File: config.mk
export PLATFORM = sky130hd
export DESIGN_NAME = periodic_task_timer_bank_unit
export DESIGN_NICKNAME = d
export VERILOG_FILES = /design/src/rtl/core/ptt_pkg.sv /design/src/rtl/core/ptt_ram.sv /design/src/rtl/core/ptt_datapath.sv /design/src/rtl/core/ptt_ctrl.sv /design/src/rtl/core/periodic_task_timer_bank_unit.sv
export SDC_FILE = /design/constraint.sdc
export NUM_CORES = 2
export LEC_CHECK = 0
export ABC_AREA = 0
export BUFFER_PORTS_ARGS = -buffer_cell sky130_fd_sc_hd__buf_2
export CORE_MARGIN = 2
export CORE_UTILIZATION = 40
export DETAILED_ROUTE_END_ITERATION = 6
export SYNTH_ARGS = -nofsm -noshare
export SYNTH_HDL_FRONTEND = slang
export SYNTH_SLANG_ARGS = --single-unit
File: constraint.sdc
create_clock -name i_clk -period 9.9 [get_ports i_clk]
set_clock_uncertainty 0.1 [all_clocks]
set_input_delay 1.98 -clock i_clk [delete_from_list [all_inputs] [get_ports i_clk]]
set_output_delay 1.98 -clock i_clk [all_outputs]
set_load 0.01 [all_outputs]
File: src/rtl/core/ptt_pkg.sv
`timescale 1ns / 1ps
`default_nettype none
// ----------------------------------------------------------------------------
// ptt_pkg
// Shared types and constants for the periodic task timer bank.
// ----------------------------------------------------------------------------
package ptt_pkg;

    localparam int MAX_TASKS = 16;
    localparam int CNT_W     = $clog2(MAX_TASKS + 1);
    localparam int IDX_W     = (MAX_TASKS > 1) ? $clog2(MAX_TASKS) : 1;

    localparam logic [1:0] REQ_TICK   = 2'd0;
    localparam logic [1:0] REQ_ADD    = 2'd1;
    localparam logic [1:0] REQ_REMOVE = 2'd2;

    localparam logic [1:0] KIND_ADD    = 2'd0;
    localparam logic [1:0] KIND_REMOVE = 2'd1;
    localparam logic [1:0] KIND_FIRED  = 2'd2;
    localparam logic [1:0] KIND_IDLE   = 2'd3;

    typedef struct packed {
        logic [1:0]  req_type;
        logic [31:0] now_ms;
        logic [15:0] task_id;
        logic [31:0] interval_ms;
    } t_in_item;

    typedef struct packed {
        logic [1:0]  result_kind;
        logic        ok;
        logic [15:0] fired_id;
        logic        last;
    } t_out_item;

    typedef struct packed {
        logic [15:0] task_id;
        logic [31:0] interval_ms;
        logic [31:0] last_ms;
    } t_entry;

    typedef struct packed {
        logic load;
        logic rd_en;
        logic rd_next;
        logic wr_tick;
        logic wr_add;
        logic wr_shift;
        logic idx_inc;
        logic cnt_inc;
        logic cnt_dec;
        logic set_ok;
        logic take_pend;
        logic emit_pend;
        logic emit_final;
    } t_ctl_cmd;

    typedef struct packed {
        logic [1:0] new_req;
        logic [1:0] req;
        logic       cnt_zero;
        logic       full;
        logic       idx_end;
        logic       idx_end2;
        logic       due;
        logic       match;
        logic       pend_valid;
        logic       out_free;
    } t_ctl_sts;

endpackage
`default_nettype wire

File: src/rtl/core/ptt_ram.sv
`timescale 1ns / 1ps
`default_nettype none
// ----------------------------------------------------------------------------
// ptt_ram
// Generic single-write, single-read RAM with registered read data.
// ----------------------------------------------------------------------------
module ptt_ram #(
    parameter int WIDTH = 8,
    parameter int DEPTH = 16
) (
    input  wire logic                                      i_clk,
    input  wire logic                                      i_we,
    input  wire logic [((DEPTH > 1) ? $clog2(DEPTH) : 1)-1:0] i_waddr,
    input  wire logic [WIDTH-1:0]                          i_wdata,
    input  wire logic                                      i_re,
    input  wire logic [((DEPTH > 1) ? $clog2(DEPTH) : 1)-1:0] i_raddr,
    output logic      [WIDTH-1:0]                          o_rdata
);

    logic [WIDTH-1:0] r_mem [DEPTH];

    always_ff @(posedge i_clk) begin
        if (i_we) begin
            r_mem[i_waddr] <= i_wdata;
        end
        if (i_re) begin
            o_rdata <= r_mem[i_raddr];
        end
    end

endmodule
`default_nettype wire

File: src/rtl/core/ptt_datapath.sv
`timescale 1ns / 1ps
`default_nettype none
// ----------------------------------------------------------------------------
// ptt_datapath
// Request registers, task list RAM, walk index, pending fire and output
// register.
// ----------------------------------------------------------------------------
module ptt_datapath (
    input  wire logic              i_clk,
    input  wire logic              i_rst_n,
    input  wire ptt_pkg::t_in_item i_in_item,
    input  wire ptt_pkg::t_ctl_cmd i_cmd,
    output ptt_pkg::t_ctl_sts      o_sts,
    input  wire logic              i_out_ready,
    output logic                   o_out_valid,
    output ptt_pkg::t_out_item     o_out_item
);

    import ptt_pkg::*;

    logic [1:0]       r_req;
    logic [31:0]      r_now;
    logic [15:0]      r_id;
    logic [31:0]      r_interval;
    logic [CNT_W-1:0] r_count;
    logic [CNT_W-1:0] r_idx;
    logic             r_ok;
    logic             r_pend_valid;
    logic [15:0]      r_pend_id;
    logic             r_out_valid;
    t_out_item        r_out_item;

    t_entry           rd_entry;
    t_entry           wr_entry;
    logic             ram_we;
    logic [IDX_W-1:0] ram_waddr;
    logic [IDX_W-1:0] ram_raddr;
    logic [IDX_W-1:0] idx_addr;
    logic [CNT_W:0]   idx_p1;
    logic [CNT_W:0]   idx_p2;
    logic [31:0]      elapsed;
    logic             out_free;
    t_out_item        final_item;

    assign idx_addr = r_idx[IDX_W-1:0];
    assign idx_p1   = {1'b0, r_idx} + {{CNT_W{1'b0}}, 1'b1};
    assign idx_p2   = {1'b0, r_idx} + (CNT_W + 1)'(2);
    assign elapsed  = r_now - rd_entry.last_ms;
    assign out_free = !r_out_valid || i_out_ready;

    always_comb begin
        ram_we    = i_cmd.wr_tick || i_cmd.wr_add || i_cmd.wr_shift;
        ram_waddr = idx_addr;
        wr_entry  = rd_entry;
        ram_raddr = i_cmd.rd_next ? idx_p1[IDX_W-1:0] : idx_addr;
        if (i_cmd.wr_add) begin
            ram_waddr            = r_count[IDX_W-1:0];
            wr_entry.task_id     = r_id;
            wr_entry.interval_ms = r_interval;
            wr_entry.last_ms     = r_now;
        end else if (i_cmd.wr_tick) begin
            wr_entry.last_ms = r_now;
        end
    end

    ptt_ram #(
        .WIDTH ($bits(t_entry)),
        .DEPTH (MAX_TASKS)
    ) u_ram (
        .i_clk   (i_clk),
        .i_we    (ram_we),
        .i_waddr (ram_waddr),
        .i_wdata (wr_entry),
        .i_re    (i_cmd.rd_en),
        .i_raddr (ram_raddr),
        .o_rdata (rd_entry)
    );

    always_comb begin
        final_item      = '0;
        final_item.last = 1'b1;
        unique case (r_req)
            REQ_TICK: begin
                if (r_pend_valid) begin
                    final_item.result_kind = KIND_FIRED;
                    final_item.ok          = 1'b1;
                    final_item.fired_id    = r_pend_id;
                end else begin
                    final_item.result_kind = KIND_IDLE;
                end
            end
            REQ_ADD: begin
                final_item.result_kind = KIND_ADD;
                final_item.ok          = r_ok;
                final_item.fired_id    = r_id;
            end
            default: begin
                final_item.result_kind = KIND_REMOVE;
                final_item.ok          = r_ok;
                final_item.fired_id    = r_id;
            end
        endcase
    end

    always_ff @(posedge i_clk) begin
        if (i_cmd.load) begin
            r_req      <= i_in_item.req_type;
            r_now      <= i_in_item.now_ms;
            r_id       <= i_in_item.task_id;
            r_interval <= i_in_item.interval_ms;
        end
        if (i_cmd.take_pend) begin
            r_pend_id <= rd_entry.task_id;
        end
        if (i_cmd.emit_final) begin
            r_out_item <= final_item;
        end else if (i_cmd.emit_pend) begin
            r_out_item.result_kind <= KIND_FIRED;
            r_out_item.ok          <= 1'b1;
            r_out_item.fired_id    <= r_pend_id;
            r_out_item.last        <= 1'b0;
        end
    end

    always_ff @(posedge i_clk) begin
        if (!i_rst_n) begin
            r_count      <= '0;
            r_idx        <= '0;
            r_ok         <= 1'b0;
            r_pend_valid <= 1'b0;
            r_out_valid  <= 1'b0;
        end else begin
            if (i_cmd.cnt_inc) begin
                r_count <= r_count + 1'b1;
            end else if (i_cmd.cnt_dec) begin
                r_count <= r_count - 1'b1;
            end
            if (i_cmd.load) begin
                r_idx        <= '0;
                r_ok         <= 1'b0;
                r_pend_valid <= 1'b0;
            end else begin
                if (i_cmd.idx_inc) begin
                    r_idx <= r_idx + 1'b1;
                end
                if (i_cmd.set_ok) begin
                    r_ok <= 1'b1;
                end
                if (i_cmd.take_pend) begin
                    r_pend_valid <= 1'b1;
                end
            end
            if (i_cmd.emit_final || i_cmd.emit_pend) begin
                r_out_valid <= 1'b1;
            end else if (i_out_ready) begin
                r_out_valid <= 1'b0;
            end
        end
    end

    always_comb begin
        o_sts            = '0;
        o_sts.new_req    = i_in_item.req_type;
        o_sts.req        = r_req;
        o_sts.cnt_zero   = (r_count == '0);
        o_sts.full       = (r_count == CNT_W'(MAX_TASKS));
        o_sts.idx_end    = (idx_p1 >= {1'b0, r_count});
        o_sts.idx_end2   = (idx_p2 >= {1'b0, r_count});
        o_sts.due        = (elapsed >= rd_entry.interval_ms);
        o_sts.match      = (rd_entry.task_id == r_id);
        o_sts.pend_valid = r_pend_valid;
        o_sts.out_free   = out_free;
    end

    assign o_out_valid = r_out_valid;
    assign o_out_item  = r_out_item;

endmodule
`default_nettype wire

File: src/rtl/core/ptt_ctrl.sv
`timescale 1ns / 1ps
`default_nettype none
// ----------------------------------------------------------------------------
// ptt_ctrl
// Sequencer for add, remove and tick walks over the task list.
// ----------------------------------------------------------------------------
module ptt_ctrl (
    input  wire logic              i_clk,
    input  wire logic              i_rst_n,
    input  wire logic              i_in_valid,
    output logic                   o_in_ready,
    input  wire ptt_pkg::t_ctl_sts i_sts,
    output ptt_pkg::t_ctl_cmd      o_cmd
);

    import ptt_pkg::*;

    localparam logic [2:0] S_IDLE = 3'd0;
    localparam logic [2:0] S_RD   = 3'd1;
    localparam logic [2:0] S_EV   = 3'd2;
    localparam logic [2:0] S_SRD  = 3'd3;
    localparam logic [2:0] S_SWR  = 3'd4;
    localparam logic [2:0] S_ADD  = 3'd5;
    localparam logic [2:0] S_FIN  = 3'd6;

    logic [2:0] r_state;
    logic [2:0] n_state;
    logic       accept;
    logic       advance;

    assign o_in_ready = (r_state == S_IDLE);
    assign accept     = i_in_valid && o_in_ready;
    assign advance    = !i_sts.due || !i_sts.pend_valid || i_sts.out_free;

    always_comb begin
        n_state = r_state;
        o_cmd   = '0;
        unique case (r_state)
            S_IDLE: begin
                if (accept) begin
                    o_cmd.load = 1'b1;
                    unique case (i_sts.new_req) inside
                        REQ_TICK, REQ_REMOVE: begin
                            n_state = i_sts.cnt_zero ? S_FIN : S_RD;
                        end
                        REQ_ADD: begin
                            n_state = S_ADD;
                        end
                        default: begin
                            n_state = S_IDLE;
                        end
                    endcase
                end
            end
            S_RD: begin
                o_cmd.rd_en = 1'b1;
                n_state     = S_EV;
            end
            S_EV: begin
                if (i_sts.req == REQ_TICK) begin
                    if (advance) begin
                        if (i_sts.due) begin
                            o_cmd.wr_tick   = 1'b1;
                            o_cmd.take_pend = 1'b1;
                            o_cmd.emit_pend = i_sts.pend_valid;
                        end
                        if (i_sts.idx_end) begin
                            n_state = S_FIN;
                        end else begin
                            o_cmd.idx_inc = 1'b1;
                            n_state       = S_RD;
                        end
                    end
                end else if (i_sts.match) begin
                    o_cmd.set_ok = 1'b1;
                    if (i_sts.idx_end) begin
                        o_cmd.cnt_dec = 1'b1;
                        n_state       = S_FIN;
                    end else begin
                        n_state = S_SRD;
                    end
                end else if (i_sts.idx_end) begin
                    n_state = S_FIN;
                end else begin
                    o_cmd.idx_inc = 1'b1;
                    n_state       = S_RD;
                end
            end
            S_SRD: begin
                o_cmd.rd_en   = 1'b1;
                o_cmd.rd_next = 1'b1;
                n_state       = S_SWR;
            end
            S_SWR: begin
                o_cmd.wr_shift = 1'b1;
                o_cmd.idx_inc  = 1'b1;
                if (i_sts.idx_end2) begin
                    o_cmd.cnt_dec = 1'b1;
                    n_state       = S_FIN;
                end else begin
                    n_state = S_SRD;
                end
            end
            S_ADD: begin
                if (!i_sts.full) begin
                    o_cmd.wr_add  = 1'b1;
                    o_cmd.cnt_inc = 1'b1;
                    o_cmd.set_ok  = 1'b1;
                end
                n_state = S_FIN;
            end
            S_FIN: begin
                if (i_sts.out_free) begin
                    o_cmd.emit_final = 1'b1;
                    n_state          = S_IDLE;
                end
            end
            default: begin
                n_state = S_IDLE;
            end
        endcase
    end

    always_ff @(posedge i_clk) begin
        if (!i_rst_n) begin
            r_state <= S_IDLE;
        end else begin
            r_state <= n_state;
        end
    end

endmodule
`default_nettype wire

File: src/rtl/core/periodic_task_timer_bank_unit.sv
`timescale 1ns / 1ps
`default_nettype none
// ----------------------------------------------------------------------------
// periodic_task_timer_bank_unit
// Ordered list of periodic task timers with add, remove and tick requests.
// ----------------------------------------------------------------------------
// One item is handled at a time. The task list sits in a single RAM with one
// read port and registered read data, so each entry visited takes an address
// step and then an evaluate step. A tick walks every entry and can also wait
// while the output side stalls; an add writes the new entry without a walk;
// a remove searches, then does a read/write shift of the tail.
// Each tick reports every fired task in list order, the final one flagged
// as last; a tick with nothing due gives a single idle result.
module periodic_task_timer_bank_unit (
    input  wire logic               i_clk,
    input  wire logic               i_rst_n,
    input  wire logic               i_in_valid,
    output logic                    o_in_ready,
    input  wire ptt_pkg::t_in_item  i_in_item,
    output logic                    o_out_valid,
    input  wire logic               i_out_ready,
    output ptt_pkg::t_out_item      o_out_item
);

    import ptt_pkg::*;

    t_ctl_cmd cmd;
    t_ctl_sts sts;

    ptt_ctrl u_ctrl (
        .i_clk      (i_clk),
        .i_rst_n    (i_rst_n),
        .i_in_valid (i_in_valid),
        .o_in_ready (o_in_ready),
        .i_sts      (sts),
        .o_cmd      (cmd)
    );

    ptt_datapath u_datapath (
        .i_clk       (i_clk),
        .i_rst_n     (i_rst_n),
        .i_in_item   (i_in_item),
        .i_cmd       (cmd),
        .o_sts       (sts),
        .i_out_ready (i_out_ready),
        .o_out_valid (o_out_valid),
        .o_out_item  (o_out_item)
    );

endmodule
`default_nettype wire

# After elaboration in Yosys (flattened, before gate mapping)
# Memory sizes are Yosys's and may differ from the RTL's. A register that Yosys moved wholly into a read port is not among the register bits.
# Cells that the tools add are included.
dict set report totals {
  regBits 134
  memories 1
  ramBits 1280
  out_inout_bits 22
}
dict set report op_classes {
  n_eq_ne 14
  n_reduce_logical 21
  mux 55
  n_addsub 6
  n_lt_le_gt_ge 3
  n_bitwise 1
}
# name depth word_bits read_ports rd_ports_with_merged_regs wr line_no
set memory_table {}
lappend memory_table {u_datapath.u_ram.r_mem 16 80 1 1 1 ptt_ram.sv:20} ;# logic [WIDTH-1:0] r_mem [DEPTH];
# op count
set ops {}
lappend ops {{32-bit 2-to-1 mux} 2}
lappend ops {{48-bit 2-to-1 mux} 1}
lappend ops {{20-bit 2-to-1 mux} 2}
lappend ops {{19-bit case mux with 2 select lines} 1}
lappend ops {{32-bit greater-or-equal comparator} 1}
lappend ops {{32-bit subtractor} 1}
lappend ops {{3-bit 2-to-1 mux} 9}
lappend ops {{1-bit 2-to-1 mux} 24}
lappend ops {{3-bit case mux with 7 select lines} 1}
lappend ops {{17-bit 2-to-1 mux} 1}
lappend ops {{16-bit equality test} 1}
lappend ops {{6-bit by 5-bit greater-or-equal comparator with 1-bit output} 2}
lappend ops {{2-bit 2-to-1 mux} 6}
lappend ops {{5-bit by 1-bit adder with 5-bit output, second input constant} 2}
lappend ops {{5-bit 2-to-1 mux} 2}
lappend ops {{3-bit equality test, second input constant} 3}
lappend ops {{4-bit 2-to-1 mux} 2}
lappend ops {{5-bit by 1-bit adder with 6-bit output, second input constant} 1}
lappend ops {{5-bit by 2-bit adder with 6-bit output, second input constant} 1}
lappend ops {{3-bit by 2-bit equality test with 1-bit output, second input constant} 2}
lappend ops {{1-bit logical OR} 6}
lappend ops {{1-bit case mux with 2 select lines} 3}
lappend ops {{3-bit case mux with 2 select lines} 1}
lappend ops {{2-bit nonzero test} 3}
lappend ops {{other kinds (16)} 22}

# Longest topological paths before layout
dict set report logic_depth {
  depth_word 12
  depth_mapped 22
  ltp_nobuf 21
}

# Hierarchy
# From an unflattened synthesis, not the netlist that was laid out.
dict set report unflattened {
  hier_cells 2929
  area_unflattened_um2 59214.3
}
# mod cells_each area_each_um2 seq_area_each_um2 instances
set modules_own_cells {}
lappend modules_own_cells {ptt_ram 2054 50238.2 40839.2 1}
lappend modules_own_cells {ptt_datapath 816 8549.4 3793.6 1}
lappend modules_own_cells {ptt_ctrl 59 426.7 60.1 1}

# Worst setup path after synthesis
# No wires, ideal clock.
dict set report synth_timing {
  path_type {input to register}
  from {in i_in_valid}
  to {reg u_datapath.r_idx[2]}
  required_time_ns 9.683
  setup_time_ns 0.117
  path_stages 6
  setup_slack_ns 0.892
  t_arrival_ns 8.791
  path_cell_list {inv_1 -> nor3_1 -> nor2_1 -> and3_1 -> a21oi_1 -> nand2_1}
}
# item line_no
set synth_lines {}
lappend synth_lines {{start, declared} periodic_task_timer_bank_unit.sv:17} ;# input wire logic i_in_valid,
lappend synth_lines {{end signal, assigned} ptt_datapath.sv:144} ;# r_idx <= r_idx + 1'b1;
lappend synth_lines {{end, declared} ptt_datapath.sv:26} ;# logic [CNT_W-1:0] r_idx;

# Worst setup path after layout
dict set report layout_timing {
  from {reg u_datapath.r_now[0]}
  to {mem u_datapath.u_ram.r_mem[11][4] (netlist bit), enable pin}
}
dict set report layout_between {
  elab_chain_cells 12
  word_cells_on_any_way 13
  cone_classes {add/sub (1); order compare (1); mux (6); reduce/logical (5)}
}
# item line_no
set layout_lines {}
lappend layout_lines {{start, declared} ptt_datapath.sv:22} ;# logic [31:0] r_now;
lappend layout_lines {{start signal, assigned} ptt_datapath.sv:108} ;# r_now <= i_in_item.now_ms;
lappend layout_lines {{32-bit subtractor (*)} ptt_datapath.sv:48} ;# assign elapsed = r_now - rd_entry.last_ms;
lappend layout_lines {{32-bit greater-or-equal comparator (*)} ptt_datapath.sv:169} ;# o_sts.due = (elapsed >= rd_entry.interval_ms);
lappend layout_lines {{1-bit logical NOT} ptt_ctrl.sv:33} ;# assign advance = !i_sts.due || !i_sts.pend_valid || i_sts.out_free;
lappend layout_lines {{1-bit logical OR (2 in a row)} ptt_ctrl.sv:33}
lappend layout_lines {{1-bit 2-to-1 mux (*)} ptt_ctrl.sv:61} ;# if (advance) begin
lappend layout_lines {{1-bit 2-to-1 mux (*)} ptt_ctrl.sv:60} ;# if (i_sts.req == REQ_TICK) begin
lappend layout_lines {{1-bit 2-to-1 mux (*)} ptt_ctrl.sv:38} ;# unique case (r_state)
lappend layout_lines {{1-bit logical OR (*) (2 in a row)} ptt_datapath.sv:52} ;# ram_we = i_cmd.wr_tick || i_cmd.wr_add || i_cmd.wr_shift;
lappend layout_lines {{1-bit 2-to-1 mux (*)} ptt_ram.sv:23} ;# if (i_we) begin
lappend layout_lines {{1-bit 2-to-1 mux (not written as such) (*)} ptt_ram.sv:24} ;# r_mem[i_waddr] <= i_wdata;
lappend layout_lines {{end, declared} ptt_ram.sv:20}
# Mark *: on every way between the ends. The rest lies on a longest branch, timed or not.

==> results_tabular.tex <==
\begin{tabular}{lr}
\hline
Metric & Value \\
\hline
\multicolumn{2}{l}{\textbf{Status}} \\
\quad Run status & finished, final reports clean \\
\multicolumn{2}{l}{\textbf{Synth}} \\
\quad Most common flop cell mapped by yosys & sky130\_fd\_sc\_hd\_\_edfxtp\_1 \\
\quad Number of enable-type register cells in the synthesized netlist & about 1.5k \\
\quad Post-Syn Area & 59300 um2 \\
\quad Post-synth ARST share & 0\% \\
\quad Net count of the mapped netlist & 2919 \\
\quad Syn Area/Cell & roughly 22 um2 \\
\quad Cells after synthesis & 2753 \\
\quad Post-synthesis sequential element count & $\sim$1.5k \\
\quad Warning count from the yosys run & 0 \\
\quad Part of the Yosys area used for sequential elements & 75.3\% \\
\quad Largest cells by area after synthesis & sky130\_fd\_sc\_hd\_\_edfxtp\_1 (75\%), sky130\_fd\_sc\_hd\_\_mux4\_2 (15\%), sky130\_fd\_sc\_hd\_\_ha\_1 (1.6\%), sky130\_fd\_sc\_hd\_\_dfxtp\_1 (0.57\%), sky130\_fd\_sc\_hd\_\_mux2\_2 (0.55\%) \\
\quad Area share of the largest cell type after synthesis & about 75\% \\
\quad Biggest area consumer among synthesized cells & sky130\_fd\_sc\_hd\_\_edfxtp\_1 \\
\quad Number of distinct library cells after synthesis & between 70 and 80 \\
\multicolumn{2}{l}{\textbf{Cells and area}} \\
\quad Number of fill cells & 12.2k \\
\quad Non-Filler Cell Area, Final & 67700 um2 \\
\quad Final non-filler cell total & $\sim$5k \\
\quad Final core utilization & about 46\% \\
\quad Relative area change from synthesis to final layout & 14.1\% \\
\quad Number of nets in the layout & 3128 \\
\quad Share of layout cells above drive strength 1 & between 20\% and 30\% \\
\multicolumn{2}{l}{\textbf{Timing}} \\
\quad Final critical-path share of the clock period & 74.1\% \\
\quad Final hold viol count & 0 \\
\quad Maximum achievable frequency & roughly 140 MHz \\
\quad Time the final worst path needs with I/O delays and setup & about 7300 ps \\
\quad Final TNS setup & 0 ps \\
\quad Endpoints failing setup & 0 \\
\quad Worst slew margin & $\sim$15\% \\
\quad Number of max-slew violations in the final report & 0 \\
\quad Unrepaired setup endpoints after global routing & no \\
\quad Worst-Margin Slew & 1280 ps \\
\multicolumn{2}{l}{\textbf{Worst setup path}} \\
\quad Register-to-register setup slack & 2560 ps \\
\quad Number of cells traversed by the worst register-to-register path & 23 \\
\quad CP startpoint kind & flop \\
\quad Reg-to-Reg Start & u\_datapath.r\_now[0] \\
\quad Type of the setup path with the least slack & flop to flop \\
\quad Critical register-to-register path endpoint & u\_datapath.u\_ram.r\_mem[11][4] \\
\quad Data required time of the worst path & slightly above 10000 ps \\
\quad Endpoint kind of the worst setup timing path & flop \\
\quad CP Data Arrival Time & about 7700 ps \\
\quad Launch point of the worst path & u\_datapath.r\_now[0] \\
\quad Worst setup endpoint & u\_datapath.u\_ram.r\_mem[11][4] \\
\quad Maximum fanout along the worst path & 31 \\
\multicolumn{2}{l}{\textbf{GRT}} \\
\quad Number of global-route vias before repair & 30.0k \\
\quad Total grt overflow & 0 \\
\quad Combined global-route utilization of all metal layers & 18.8\% \\
\quad Largest net degree at the start of global routing & 115 \\
\quad First-pass GRT wire length & between 200000 and 250000 um \\
\quad Number of antenna violations at the first check in global routing & 3 \\
\multicolumn{2}{l}{\textbf{Power}} \\
\quad Power Internal & 13400 uW \\
\quad Sw frac & between 20 and 30\% \\
\quad Worst vdd ir & 0.254 mV \\
\quad Sum of internal, switching and leakage power & 18600 uW \\
\quad Net Switching & roughly 5200 uW \\
\quad Sequential share of power & 44.2\% \\
\quad Leakage power & about 0.022 uW \\
\quad Comb power frac & 24.5\% \\
\quad Clk pwr share & around 31\% \\
\quad Power Dens Cells & approximately 270 nW/um2 \\
\multicolumn{2}{l}{\textbf{Drt}} \\
\quad Average detailed-routed wire length per instance & roughly 28 um \\
\quad Number of nets still failing antenna checks after routing & 0 \\
\quad Total Wirelength & $\sim$140000 um \\
\quad Number of design-rule violations left by the first detailed-router iteration & 3257 \\
\quad Total iterations of the first detailed-routing run & 6 \\
\quad Overall via count from detail\_route & between 20k and 30k \\
\quad Avg Vias per Cell & about 5.7 \\
\quad Post-detailed-route DRC marker count & 0 \\
\multicolumn{2}{l}{\textbf{Die}} \\
\quad Placement Rows & 141 \\
\quad Die width & 389 um \\
\quad Initial cell density of the core & 40.2\% \\
\quad Total Die Area & between 150000 and 200000 um2 \\
\quad Core area & between 100000 and 150000 um2 \\
\quad Floorplan die height & slightly below 400 um \\
\quad I/O pin count & between 100 and 150 \\
\multicolumn{2}{l}{\textbf{Place}} \\
\quad Global placer's final weighted congestion & just under 0.9 \\
\quad Estimated wirelength of the detail-placed design & about 77000 um \\
\quad Placed insts & roughly 4.7k \\
\quad Post-DP Area & 62600 um2 \\
\quad Number of input and output port buffers inserted & 107 \\
\multicolumn{2}{l}{\textbf{Clocking}} \\
\quad Number of buffers created by CTS & approximately 160 \\
\quad Post-CTS setup buffers & 0 \\
\quad H-tree depth & 4 \\
\quad Total clock sinks & about 1.5k \\
\quad CTS tree & yes \\
\quad Quantity of gates resized following cts & 0 \\
\quad Total of hold buffers inserted after clock tree synthesis & 0 \\
\quad Maximum clock path buffer count & 3 \\
\quad Worst skew pair latency & 790 ps \\
\quad Master cell of the clock root buffer & sky130\_fd\_sc\_hd\_\_clkbuf\_16 \\
\quad Clock-pin transition on the worst setup and hold timing paths & around 60 ps \\
\multicolumn{2}{l}{\textbf{Flow run}} \\
\quad Total of max-cap violations & 0 \\
\multicolumn{2}{l}{\textbf{Min path}} \\
\quad Class of the tightest hold or removal check & flop to flop \\
\hline
\end{tabular}
-- stage by stage --
stage	hold slack, ps	setup slack (ps)
6_report	347	2560
5_1_grt	363	2070
4_1_cts	350	2620
3_5_place_dp	336	2650
3_3_place_gp	332	2750
2_1_floorplan	349	892
-- worst max-delay path, cell delays in order, from the launching register on --
cell and delay [ps]:
sky130_fd_sc_hd__edfxtp_1 380, sky130_fd_sc_hd__inv_1 70, sky130_fd_sc_hd__ha_1 180, sky130_fd_sc_hd__inv_1 70, sky130_fd_sc_hd__fa_1 410, sky130_fd_sc_hd__a21o_1 200, sky130_fd_sc_hd__a221oi_2 370, sky130_fd_sc_hd__o221ai_1 360
sky130_fd_sc_hd__nand4_1 240, sky130_fd_sc_hd__a31oi_1 150, sky130_fd_sc_hd__a31oi_1 460, sky130_fd_sc_hd__nor4b_1 130, sky130_fd_sc_hd__a311o_1 310, sky130_fd_sc_hd__ha_1 300, sky130_fd_sc_hd__nand2_1 70, sky130_fd_sc_hd__nor2_1 240
sky130_fd_sc_hd__inv_1 80, sky130_fd_sc_hd__o22ai_1 210, sky130_fd_sc_hd__o221ai_2 150, sky130_fd_sc_hd__o22a_2 360, sky130_fd_sc_hd__o211a_1 250, sky130_fd_sc_hd__buf_4 260, sky130_fd_sc_hd__nor2_4 880, sky130_fd_sc_hd__buf_4 690
-- power groups by stage --
stage	clock network, uW	registers (uW)	logic [uW]
2_1_floorplan	0	8290	3290
6_report	5800	8200	4550
4_1_cts	5910	8210	4610
5_1_grt	6150	8240	4920
3_5_place_dp	0	8340	4590
3_3_place_gp	0	8320	4460
-- sequential cells by signal, indices dropped and copies added (netlist names) --
register,flops
u_datapath.u_ram.r_mem,1280
u_datapath.u_ram.o_rdata,80
u_datapath.r_interval,32
u_datapath.r_now,32
u_datapath.o_out_item,20
u_datapath.r_id,16
u_datapath.r_pend_id,16
u_datapath.r_count,5
u_datapath.r_idx,5
u_ctrl.r_state,3
u_datapath.r_req,2
u_datapath.o_out_valid,1
u_datapath.r_ok,1
u_datapath.r_pend_valid,1
-- final cells by class --
type                       count  area [um2]  area share [%]
clock inverter                82         895            1.32
antenna                        1        2.50         0.00370
sequential                  1494       44700            66.1
multi-input combinational   1060       14000            20.7
timing repair buffer         165        1170            1.73
tap                         1930        2410            3.57
clock buffer                 198        4170            6.16
inverter                      86         323           0.477
-- metal layers --
| layer | GRT usage [%] | wire length, um | vias to the layer above |
|---|---|---|---|
| met5 | 0 | 0 | - |
| met4 | 5.35 | 3070 | 0 |
| li1 | - | - | 12000 |
| met1 | 27.1 | 62100 | 15500 |
| met2 | 29.6 | 67900 | 1100 |
| met3 | 3.13 | 8920 | 217 |
-- Yosys cell counts (all sizes together) (3+ instances only) --
master / count
inv: 85
clkbuf: 36
nand3: 25
ha: 78
buf: 77
o21a: 6
or2: 3
a31oi: 12
a22o: 16
nand2: 87
nor2: 58
nand2b: 13
mux2i: 7
and3: 8
edfxtp: 1477
nor3: 13
a21oi: 39
o22ai: 3
o31ai: 5
o2111ai: 3
a311oi: 4
xnor2: 37
mux4: 400
or3: 11
nor2b: 11
mux2: 49
nor4: 6
o211ai: 3
dfxtp: 17
a32oi: 3
o21ai: 52
a21o: 31
a211oi: 4
xor2: 12
nand4: 15
and2: 5
a221oi: 4
o221ai: 3
-- placed cells by master (no fill, tap or decap), types with 17 or more instances in the layout --
cell and n:
sky130_fd_sc_hd__clkbuf_1 37, sky130_fd_sc_hd__nor2_1 42, sky130_fd_sc_hd__nand2_1 86, sky130_fd_sc_hd__mux2_2 29, sky130_fd_sc_hd__o21ai_0 33, sky130_fd_sc_hd__clkbuf_16 161
sky130_fd_sc_hd__xnor2_1 35, sky130_fd_sc_hd__a21oi_1 38, sky130_fd_sc_hd__ha_1 78, sky130_fd_sc_hd__mux2_1 20, sky130_fd_sc_hd__dfxtp_1 17, sky130_fd_sc_hd__edfxtp_1 1477
sky130_fd_sc_hd__nand3_1 25, sky130_fd_sc_hd__a21o_1 31, sky130_fd_sc_hd__clkinv_2 23, sky130_fd_sc_hd__clkinv_1 30, sky130_fd_sc_hd__buf_2 107, sky130_fd_sc_hd__buf_4 42
sky130_fd_sc_hd__o21ai_1 18, sky130_fd_sc_hd__mux4_2 400, sky130_fd_sc_hd__inv_1 84
-- cells by family after synthesis --
group,synth area share (%)
muxes,16.2
DFF,75.3
adders and majority gates,1.71
buffers and inverters,1.39
and+or+nand+nor,2.14
AOI/OAI and AO/OA,2.43
xor gates and xnor gates,0.736
-- how the worst min path moves through the flow --
stage	startpoint	end	depth (start not counted)
after floorplan	u_datapath.r_ok	u_datapath.r_ok	2
after global placement	u_datapath.o_out_item[0]	u_datapath.o_out_item[0]	1
after detailed placement	u_datapath.o_out_item[0]	u_datapath.o_out_item[0]	1
after CTS	u_datapath.o_out_item[0]	u_datapath.o_out_item[0]	1
after global routing	u_datapath.o_out_item[0]	u_datapath.o_out_item[0]	1
final	u_datapath.o_out_item[0]	u_datapath.o_out_item[0]	1
Power figures use the tool's default switching activity.
